==> config.mk <==
export PLATFORM = sky130hd
export DESIGN_NAME = crc8_packet_deframer_flat
export DESIGN_NICKNAME = d
export VERILOG_FILES = /design/src/rtl/c8pd_pkg.sv /design/src/rtl/c8pd_channels.sv /design/src/rtl/crc8_packet_deframer.sv /design/src/rtl/c8pd_rsp_queue.sv /design/src/flat_wrapper.sv
export SDC_FILE = /design/constraint.sdc
export NUM_CORES = 1
export LEC_CHECK = 0
export ABC_CLOCK_PERIOD_IN_PS = 14400
export BUFFER_PORTS_ARGS = -buffer_cell sky130_fd_sc_hd__clkbuf_2
export CAP_MARGIN = 25
export CORE_MARGIN = 2
export CORE_UTILIZATION = 25
export DETAILED_ROUTE_END_ITERATION = 6
export RECOVER_POWER = 100
export SYNTH_ARGS = -nofsm -noshare
export SYNTH_HDL_FRONTEND = slang
export SYNTH_HIERARCHICAL = 1
export SYNTH_SLANG_ARGS = --single-unit
==> constraint.sdc <==
create_clock -name clock -period 14.4 [get_ports clock]
set_clock_uncertainty 0.2 [all_clocks]
set_input_delay 0.72 -clock clock [delete_from_list [all_inputs] [get_ports clock]]
set_output_delay 0.72 -clock clock [all_outputs]
set_load 0.02 [all_outputs]
==> src/rtl/c8pd_pkg.sv <==
// Package for the CRC-8 packet deframer: phase codes, result word layout,
// CRC update function and register reset values. No dependencies.

package c8pd_pkg;

   // field widths of the channels: bytes and register indexes
   localparam int BYTE_W      = 8;
   localparam int CSR_INDEX_W = 2;

   // register indexes on the configuration port
   localparam logic [CSR_INDEX_W-1:0] CSR_SYNC_FIRST  = 2'd0;
   localparam logic [CSR_INDEX_W-1:0] CSR_SYNC_SECOND = 2'd1;

   // register reset values
   localparam logic [BYTE_W-1:0] SYNC_FIRST_RESET  = 8'h54;
   localparam logic [BYTE_W-1:0] SYNC_SECOND_RESET = 8'h2C;

   // CRC-8, MSB first, no final xor
   localparam logic [BYTE_W-1:0] CRC_POLY = 8'h4D;
   localparam logic [BYTE_W-1:0] CRC_INIT = 8'h00;

   // result queue depth and its count width
   localparam int QUEUE_DEPTH = 4;
   localparam int QCNT_W      = $clog2(QUEUE_DEPTH + 1);

   // deframer phase
   typedef enum logic [1:0] {
      PH_HUNT = 2'd0,
      PH_BODY = 2'd1,
      PH_CRC  = 2'd2
   } phase_type;

   // one result word
   typedef struct packed {
      logic [BYTE_W-1:0] frame_byte;
      logic [BYTE_W-1:0] byte_index;
      logic              is_last;
      logic              crc_ok;
   } rsp_type;

   // words handed to the result queue in one cycle (zero, one or two)
   typedef struct packed {
      logic [1:0] n;
      rsp_type    word0;
      rsp_type    word1;
   } push_type;

   // fold one byte into the running CRC
   function automatic logic [BYTE_W-1:0] crc8_update(input logic [BYTE_W-1:0] crc,
                                                     input logic [BYTE_W-1:0] b);
      logic [BYTE_W-1:0] c;
      c = crc ^ b;
      for (int k = 0; k < BYTE_W; k++) begin
         if (c[BYTE_W-1]) begin
            c = {c[BYTE_W-2:0], 1'b0} ^ CRC_POLY;
         end else begin
            c = {c[BYTE_W-2:0], 1'b0};
         end
      end
      return c;
   endfunction

endpackage

==> src/rtl/c8pd_channels.sv <==
// Channel interfaces of the CRC-8 packet deframer: received bytes, frame
// results and register writes. Depends on c8pd_pkg.

interface c8pd_req_if import c8pd_pkg::*; ();
   logic              valid;
   logic              ready;
   logic [BYTE_W-1:0] rx_byte;

   modport source (output valid, output rx_byte, input ready);
   modport sink   (input valid, input rx_byte, output ready);
endinterface

interface c8pd_rsp_if import c8pd_pkg::*; ();
   logic              valid;
   logic              ready;
   logic [BYTE_W-1:0] frame_byte;
   logic [BYTE_W-1:0] byte_index;
   logic              is_last;
   logic              crc_ok;

   modport source (output valid, output frame_byte, output byte_index,
                   output is_last, output crc_ok, input ready);
   modport sink   (input valid, input frame_byte, input byte_index,
                   input is_last, input crc_ok, output ready);
endinterface

interface c8pd_csr_if import c8pd_pkg::*; ();
   logic                   valid;
   logic                   ready;
   logic [CSR_INDEX_W-1:0] index;
   logic [BYTE_W-1:0]      data;

   modport source (output valid, output index, output data, input ready);
   modport sink   (input valid, input index, input data, output ready);
endinterface

==> src/rtl/crc8_packet_deframer.sv <==
// Top level of the CRC-8 packet deframer: header hunt, frame byte count and
// running CRC-8. Depends on c8pd_pkg, c8pd_channels and c8pd_rsp_queue.
//
//   channel   dir  word                                           accepted when
//   req_bus   in   rx_byte                                        valid & ready
//   rsp_bus   out  frame_byte, byte_index, is_last, crc_ok        valid & ready
//   csr_bus   in   index (0 sync_first, 1 sync_second), data      valid & ready
//
// One received byte is taken per cycle while req_bus.ready is high; its results are in
// the result queue at the next edge, and a word reaches rsp_bus behind any older words.
// The header byte yields two words; the four-deep result queue absorbs them.
// req_bus.ready is low only while the result queue lacks room for two words.
// Reset is synchronous: hunting, queue empty, sync bytes 0x54 and 0x2C.
// csr_bus is always ready; a write takes effect at the next edge.

module crc8_packet_deframer import c8pd_pkg::*; #(
   parameter int FRAME_BYTES = 47
) (
   input  logic     clock,
   input  logic     reset,
   c8pd_req_if.sink req_bus,
   c8pd_rsp_if.source rsp_bus,
   c8pd_csr_if.sink csr_bus
);

   // index of the trailing CRC byte
   localparam logic [BYTE_W-1:0] LAST_IDX = BYTE_W'(FRAME_BYTES - 1);

   phase_type         phase_ff,       phase_in;
   logic              sync_seen_ff,   sync_seen_in;
   logic [BYTE_W-1:0] byte_count_ff,  byte_count_in;
   logic [BYTE_W-1:0] crc_ff,         crc_in;
   logic [BYTE_W-1:0] sync_first_ff,  sync_first_in;
   logic [BYTE_W-1:0] sync_second_ff, sync_second_in;
   logic [BYTE_W-1:0] hdr_crc_ff,     hdr_crc_in;
   logic              accept;
   logic              room;
   logic [BYTE_W-1:0] b;
   push_type          push;

   assign accept        = req_bus.valid & req_bus.ready;
   assign req_bus.ready = room;
   assign csr_bus.ready = 1'b1;
   assign b             = req_bus.rx_byte;

   // register writes; keep the CRC of the first header byte beside it
   always_comb begin
      sync_first_in  = sync_first_ff;
      sync_second_in = sync_second_ff;
      hdr_crc_in     = hdr_crc_ff;
      if (csr_bus.valid && csr_bus.ready) begin
         case (csr_bus.index)
            CSR_SYNC_FIRST: begin
               sync_first_in = csr_bus.data;
               hdr_crc_in    = crc8_update(CRC_INIT, csr_bus.data);
            end
            CSR_SYNC_SECOND: begin
               sync_second_in = csr_bus.data;
            end
            default: begin
               sync_first_in = sync_first_ff;
            end
         endcase
      end
   end

   always_ff @(posedge clock) begin
      if (reset) begin
         sync_first_ff  <= SYNC_FIRST_RESET;
         sync_second_ff <= SYNC_SECOND_RESET;
         hdr_crc_ff     <= crc8_update(CRC_INIT, SYNC_FIRST_RESET);
      end else begin
         sync_first_ff  <= sync_first_in;
         sync_second_ff <= sync_second_in;
         hdr_crc_ff     <= hdr_crc_in;
      end
   end

   // next phase, count, CRC and result words for the accepted byte
   always_comb begin
      phase_in      = phase_ff;
      sync_seen_in  = sync_seen_ff;
      byte_count_in = byte_count_ff;
      crc_in        = crc_ff;
      push          = '0;
      if (accept) begin
         case (phase_ff)
            PH_BODY: begin
               push.n                = 2'd1;
               push.word0.frame_byte = b;
               push.word0.byte_index = byte_count_ff;
               crc_in                = crc8_update(crc_ff, b);
               byte_count_in         = byte_count_ff + BYTE_W'(1);
               phase_in = (byte_count_in >= LAST_IDX) ? PH_CRC : PH_BODY;
            end
            PH_CRC: begin
               push.n                = 2'd1;
               push.word0.frame_byte = b;
               push.word0.byte_index = byte_count_ff;
               push.word0.is_last    = 1'b1;
               push.word0.crc_ok     = (crc_ff == b);
               phase_in              = PH_HUNT;
               sync_seen_in          = 1'b0;
               byte_count_in         = '0;
               crc_in                = CRC_INIT;
            end
            default: begin
               // hunt; the unused code lands here too
               phase_in = PH_HUNT;
               if (sync_seen_ff && (b == sync_second_ff)) begin
                  push.n                = 2'd2;
                  push.word0.frame_byte = sync_first_ff;
                  push.word0.byte_index = BYTE_W'(0);
                  push.word1.frame_byte = b;
                  push.word1.byte_index = BYTE_W'(1);
                  crc_in                = crc8_update(hdr_crc_ff, b);
                  byte_count_in         = BYTE_W'(2);
                  sync_seen_in          = 1'b0;
                  phase_in = (byte_count_in >= LAST_IDX) ? PH_CRC : PH_BODY;
               end else begin
                  sync_seen_in = (b == sync_first_ff);
               end
            end
         endcase
      end
   end

   always_ff @(posedge clock) begin
      if (reset) begin
         phase_ff      <= PH_HUNT;
         sync_seen_ff  <= 1'b0;
         byte_count_ff <= '0;
         crc_ff        <= CRC_INIT;
      end else begin
         phase_ff      <= phase_in;
         sync_seen_ff  <= sync_seen_in;
         byte_count_ff <= byte_count_in;
         crc_ff        <= crc_in;
      end
   end

   c8pd_rsp_queue u_rsp_queue (
      .clock   (clock),
      .reset   (reset),
      .push    (push),
      .room    (room),
      .rsp_bus (rsp_bus)
   );

   a_crc_at_last: assert property (@(posedge clock) disable iff (reset)
      (phase_ff == PH_CRC) |-> (byte_count_ff == LAST_IDX))
      else $error("CRC phase away from the last byte");

   a_body_range: assert property (@(posedge clock) disable iff (reset)
      (phase_ff == PH_BODY) |-> (byte_count_ff >= BYTE_W'(2) && byte_count_ff < LAST_IDX))
      else $error("body byte count out of range");

   a_hunt_clean: assert property (@(posedge clock) disable iff (reset)
      (phase_ff == PH_HUNT) |-> (byte_count_ff == '0 && crc_ff == CRC_INIT))
      else $error("hunting with stale frame state");

   a_crc_ends_frame: assert property (@(posedge clock) disable iff (reset)
      (accept && phase_ff == PH_CRC) |=> (phase_ff == PH_HUNT && !sync_seen_ff))
      else $error("frame did not end after the CRC byte");

endmodule

==> src/rtl/c8pd_rsp_queue.sv <==
// Result queue of the CRC-8 packet deframer: a short shift queue that takes
// up to two words a cycle and drives the result channel. Depends on c8pd_pkg
// and c8pd_channels.

module c8pd_rsp_queue import c8pd_pkg::*; (
   input  logic       clock,
   input  logic       reset,
   input  push_type   push,
   output logic       room,
   c8pd_rsp_if.source rsp_bus
);

   rsp_type           slot_ff [QUEUE_DEPTH];
   rsp_type           slot_in [QUEUE_DEPTH];
   logic [QCNT_W-1:0] count_ff;
   logic [QCNT_W-1:0] count_in;
   logic [QCNT_W-1:0] base_cnt;
   logic              pop;

   // head of the queue drives the channel
   assign pop                = rsp_bus.valid & rsp_bus.ready;
   assign rsp_bus.valid      = (count_ff != '0);
   assign rsp_bus.frame_byte = slot_ff[0].frame_byte;
   assign rsp_bus.byte_index = slot_ff[0].byte_index;
   assign rsp_bus.is_last    = slot_ff[0].is_last;
   assign rsp_bus.crc_ok     = slot_ff[0].crc_ok;

   // space for a two-word push whatever the sink does
   assign room = (count_ff <= QCNT_W'(QUEUE_DEPTH - 2));

   // shift on pop, then drop new words in behind the survivors
   always_comb begin
      base_cnt = count_ff - QCNT_W'(pop);
      for (int i = 0; i < QUEUE_DEPTH; i++) begin
         if (pop && (i < QUEUE_DEPTH - 1)) begin
            slot_in[i] = slot_ff[(i + 1) % QUEUE_DEPTH];
         end else begin
            slot_in[i] = slot_ff[i];
         end
         if ((push.n != 2'd0) && (QCNT_W'(i) == base_cnt)) begin
            slot_in[i] = push.word0;
         end
         if ((push.n == 2'd2) && (QCNT_W'(i) == base_cnt + QCNT_W'(1))) begin
            slot_in[i] = push.word1;
         end
      end
      count_in = base_cnt + QCNT_W'(push.n);
   end

   // hold the words
   always_ff @(posedge clock) begin
      for (int i = 0; i < QUEUE_DEPTH; i++) begin
         slot_ff[i] <= slot_in[i];
      end
   end

   // fill count
   always_ff @(posedge clock) begin
      if (reset) begin
         count_ff <= '0;
      end else begin
         count_ff <= count_in;
      end
   end

   a_no_overflow: assert property (@(posedge clock) disable iff (reset)
      (push.n != 2'd0) |-> room)
      else $error("result queue pushed without room");

   a_count_bound: assert property (@(posedge clock) disable iff (reset)
      count_ff <= QCNT_W'(QUEUE_DEPTH))
      else $error("result queue count beyond depth");

   a_count_track: assert property (@(posedge clock) disable iff (reset)
      (push.n == 2'd0 && !pop) |=> $stable(count_ff))
      else $error("result queue count moved without push or pop");

endmodule

==> src/flat_wrapper.sv <==
// flat-port wrapper written by rule: the top's interface ports become plain ports
module crc8_packet_deframer_flat import c8pd_pkg::*;
#(
   parameter int FRAME_BYTES = 47
)
  (clock, reset, req_bus_valid, req_bus_rx_byte, req_bus_ready, rsp_bus_valid, rsp_bus_frame_byte, rsp_bus_byte_index, rsp_bus_is_last, rsp_bus_crc_ok, rsp_bus_ready, csr_bus_valid, csr_bus_index, csr_bus_data, csr_bus_ready);
  c8pd_req_if req_bus_i ();
  c8pd_rsp_if rsp_bus_i ();
  c8pd_csr_if csr_bus_i ();
  input  logic clock;
  input  logic reset;
  input wire logic [$bits(req_bus_i.valid)-1:0] req_bus_valid;
  input wire logic [$bits(req_bus_i.rx_byte)-1:0] req_bus_rx_byte;
  output wire logic [$bits(req_bus_i.ready)-1:0] req_bus_ready;
  output wire logic [$bits(rsp_bus_i.valid)-1:0] rsp_bus_valid;
  output wire logic [$bits(rsp_bus_i.frame_byte)-1:0] rsp_bus_frame_byte;
  output wire logic [$bits(rsp_bus_i.byte_index)-1:0] rsp_bus_byte_index;
  output wire logic [$bits(rsp_bus_i.is_last)-1:0] rsp_bus_is_last;
  output wire logic [$bits(rsp_bus_i.crc_ok)-1:0] rsp_bus_crc_ok;
  input wire logic [$bits(rsp_bus_i.ready)-1:0] rsp_bus_ready;
  input wire logic [$bits(csr_bus_i.valid)-1:0] csr_bus_valid;
  input wire logic [$bits(csr_bus_i.index)-1:0] csr_bus_index;
  input wire logic [$bits(csr_bus_i.data)-1:0] csr_bus_data;
  output wire logic [$bits(csr_bus_i.ready)-1:0] csr_bus_ready;
  assign req_bus_i.valid = req_bus_valid;
  assign req_bus_i.rx_byte = req_bus_rx_byte;
  assign req_bus_ready = req_bus_i.ready;
  assign rsp_bus_valid = rsp_bus_i.valid;
  assign rsp_bus_frame_byte = rsp_bus_i.frame_byte;
  assign rsp_bus_byte_index = rsp_bus_i.byte_index;
  assign rsp_bus_is_last = rsp_bus_i.is_last;
  assign rsp_bus_crc_ok = rsp_bus_i.crc_ok;
  assign rsp_bus_i.ready = rsp_bus_ready;
  assign csr_bus_i.valid = csr_bus_valid;
  assign csr_bus_i.index = csr_bus_index;
  assign csr_bus_i.data = csr_bus_data;
  assign csr_bus_ready = csr_bus_i.ready;
  crc8_packet_deframer #(.FRAME_BYTES(FRAME_BYTES)) u_core (.clock(clock), .reset(reset), .req_bus(req_bus_i), .rsp_bus(rsp_bus_i), .csr_bus(csr_bus_i));
endmodule
==> impl_results.md <==
- Seq/Total Area, Yosys: 0.416
- Nets: 840
- Port buffer count: 42
- Initial antenna violation count: 1
- Die height: 176 um
- Syn Inst Count: 779
- Final setup vio count: 0
- Fin Setup TNS: 0 ns
- Global-route wire length before repair: 29400 um
- FF-to-FF path depth: 9
- Final Cycle Share: 0.384
- Fmax: 0.181 GHz
- CP max stage delay: 0.87 ns
- # IOs: 44
- WL/cell: 15.2 um
- Slowest cell on crit path: nor4_1
- Synth unique cells: 64
- Vias in the first global route: 5288
- Drt pass-1 iters: 5
- Avg Inst Size Synth: 9.52 um2
- DRC violations left: 0
- Post-cts sizing count: 0
- Async SR Flop Fraction: 0
- WP data arrival: 5.36 ns
- Antenna violation net count after detailed routing: 0
- Hold Crit Class: flop to flop
- Yosys warning count: 6
- Total Routing Usage GR: 0.120
- Max clock buf depth: 2
- CTS clk-pin slew, worst paths: 0.06 ns
- Finished Cell Area: 8540 um2
- Layout area overhead: 15.2%
- # H-tree levels: 4
- Share of cells above drive strength 1: 0.111
- Headroom to the max-slew limit: -0.468
- Utilization after layout: 0.291
- Final Power: approximately 1.4 mW
- Cell depth of the worst hold path: 2
- P_leak: 2.80 nW
- RSZ-0062 raised after global routing: false
- DR iter-0 viols: 582
- Top cell type's share of synthesized area: 0.292
- Starting Density: 0.252
- Critical path startpoint category: flop
- Critical-path cell list: a21oi_1 -> and2_0 -> nand2_1 -> nor4_1 -> clkbuf_1 -> nor2b_1 -> nand4_1 -> o311ai_0 -> clkbuf_1
- Routability cong.: 0.810
- Clk Latency, worst-skew pair: 0.42 ns
- Clock sinks: 118
- MaxCap Viol Count: 1
- Failing checks: capacitance limit, slew limit
- Post-synth EDFFs: 72
- Routed WL: around 18000 um
- # Post-CTS Setup Buffers: 0
- HPWL Detailed: 13400 um
- Remaining global-route overflow: 0
- Largest net degree at the start of global routing: 70
- Area after DPL: 7990 um2
- PD cells: about 160 nW/um2
- Worst setup path category: flop to flop
- Max rail drop VDD: 0.110 mV
- Critical path capture point type: flop
- Ys flop type: edfxtp_1
- Max-slew violation count: 47
- CTS buffer count: 17
- Area of the mapped netlist: 7410 um2
- Via density: 4.79
- Flops & latches, synth: 118
- Core area: 29400 um2
- Worst Tran Pin Value: 2.20 ns
- Root Buffer: clkbuf_16
- WP data required: 14.24 ns
- Routed via count: 5810
- Fin. Hold Viols: 0
- Worst-path fanout max: 23
- Rows: 63
- Top cell type by total area after synthesis: edfxtp_1
- TritonCTS clock tree: yes
- Ant diodes: 0
- CP dominant cell by count: clkbuf_1
- Synth top area cells: edfxtp_1, dfxtp_1, xnor2_1
- Status: finished with violations
- Hold_buf cts: 0
- Die Area: roughly 31000 um2
- Period minus WS final: 5.52 ns
- Die width: 176 um
layout by cell type, fill, tap and decap left out, types with 5 or more instances in the layout:
cell type	count
nor3_1	47
clkbuf_16	20
nor2_1	44
xor2_1	18
conb_1	37
inv_1	32
o21ai_0	25
clkbuf_1	26
mux2_2	19
nand4_1	24
or4_1	19
dfxtp_1	46
nor2b_1	5
and2_1	7
a221oi_1	5
mux2i_1	5
clkbuf_2	21
o31ai_1	39
a211oi_1	5
a31oi_1	54
a21oi_1	14
edfxtp_1	72
nor4_1	21
or3_1	22
ha_1	6
nand3b_1	5
and3_1	12
buf_4	7
a211o_1	9
nand3_1	8
xnor2_1	70
a22o_1	7
nand2_1	28
sequential cells by signal, summed over array words and instances, names as in the netlist:
signal,flops
u_core/byte_count_ff,8
u_core/crc_ff,8
u_core/hdr_crc_ff,8
u_core/phase_ff,2
u_core/sync_first_ff,8
u_core/sync_second_ff,8
u_core/sync_seen_ff,1
u_core/u_rsp_queue/count_ff,3
u_core/u_rsp_queue/slot_ff,72
cells in the mapped netlist (12+ instances only):
master	number
a21oi_1	14
o31ai_1	39
and3_1	12
xnor2_1	71
nand4_1	23
a31oi_1	54
or4_1	19
dfxtp_1	46
mux2_2	19
edfxtp_1	72
or3_1	22
nand2_1	28
nor4_1	20
xor2_1	18
clkbuf_1	46
nor2_1	45
buf_2	20
nor3_1	47
inv_1	31
o21ai_0	25
final cells by class:
cell class              instances  area (um2)
clock buffers                  21         505
clock inverters                11         108
fillers                      3089       20900
inverters                      32         120
multi-input cells             587        3970
flip-flops and latches        118        3080
well taps                     390         488
repair buffers                 54         265
cell families after synthesis:
group | after synthesis | share of synthesized area
buffers and inverters | 109 | 0.0660
AND/OR/NAND/NOR | 254 | 0.189
multiplexers | 24 | 0.0356
other | 2 | 0.00101
AO/OA/AOI/OAI | 169 | 0.154
flip-flops | 118 | 0.416
adder cells (fa/ha/maj) | 7 | 0.0128
XOR/XNOR | 96 | 0.126
power breakdown:
part,internal (mW),switching (mW),total (mW),leakage (nW)
logic,0.115,0.356,0.471,1.49
clock network,0.271,0.159,0.430,0.304
registers,0.439,0.0195,0.458,1.00
stage by stage:
step,cells,setup slack [ns],hold WS (ns)
6_report,1213,8.88,0.294
5_1_grt,1213,8.10,0.319
4_1_cts,1212,9.86,0.288
3_5_place_dp,1180,9.88,0.280
3_3_place_gp,1180,9.90,0.272
2_1_floorplan,814,8.64,0.254
final timing paths:
kind | from | end | slack (ns)
worst max-delay path | u_core/u_rsp_queue/count_ff[2]$_SDFF_PP0_ | u_core/u_rsp_queue/slot_ff[1][10]$_DFFE_PP_ | 8.88
worst min-delay path | u_core/sync_seen_ff$_SDFFE_PP0P_ | u_core/sync_seen_ff$_SDFFE_PP0P_ | 0.29
worst max register to register | u_core/u_rsp_queue/count_ff[2]$_SDFF_PP0_ | u_core/u_rsp_queue/slot_ff[1][10]$_DFFE_PP_ | 8.88
worst min register to register | u_core/sync_seen_ff$_SDFFE_PP0P_ | u_core/sync_seen_ff$_SDFFE_PP0P_ | 0.29
per-layer routing:
layer,vias to the layer above,share of wire,global-route usage
li1,2932,-,-
met1,2699,0.49,0.175
met2,162,0.44,0.180
met3,15,0.063,0.0282
met4,2,0.0074,0.0258
met5,-,0.00087,0
worst max-delay path, delay by kind of cell, from the launching register on:
| kind | cells | cell delay [ns] |
|---|---|---|
| AO/OA/AOI/OAI | 2 | 0.64 |
| flip-flops | 1 | 0.39 |
| AND/OR/NAND/NOR | 5 | 2.43 |
| buffers and inverters | 2 | 1.47 |
(Power assumes the default switching activity.)
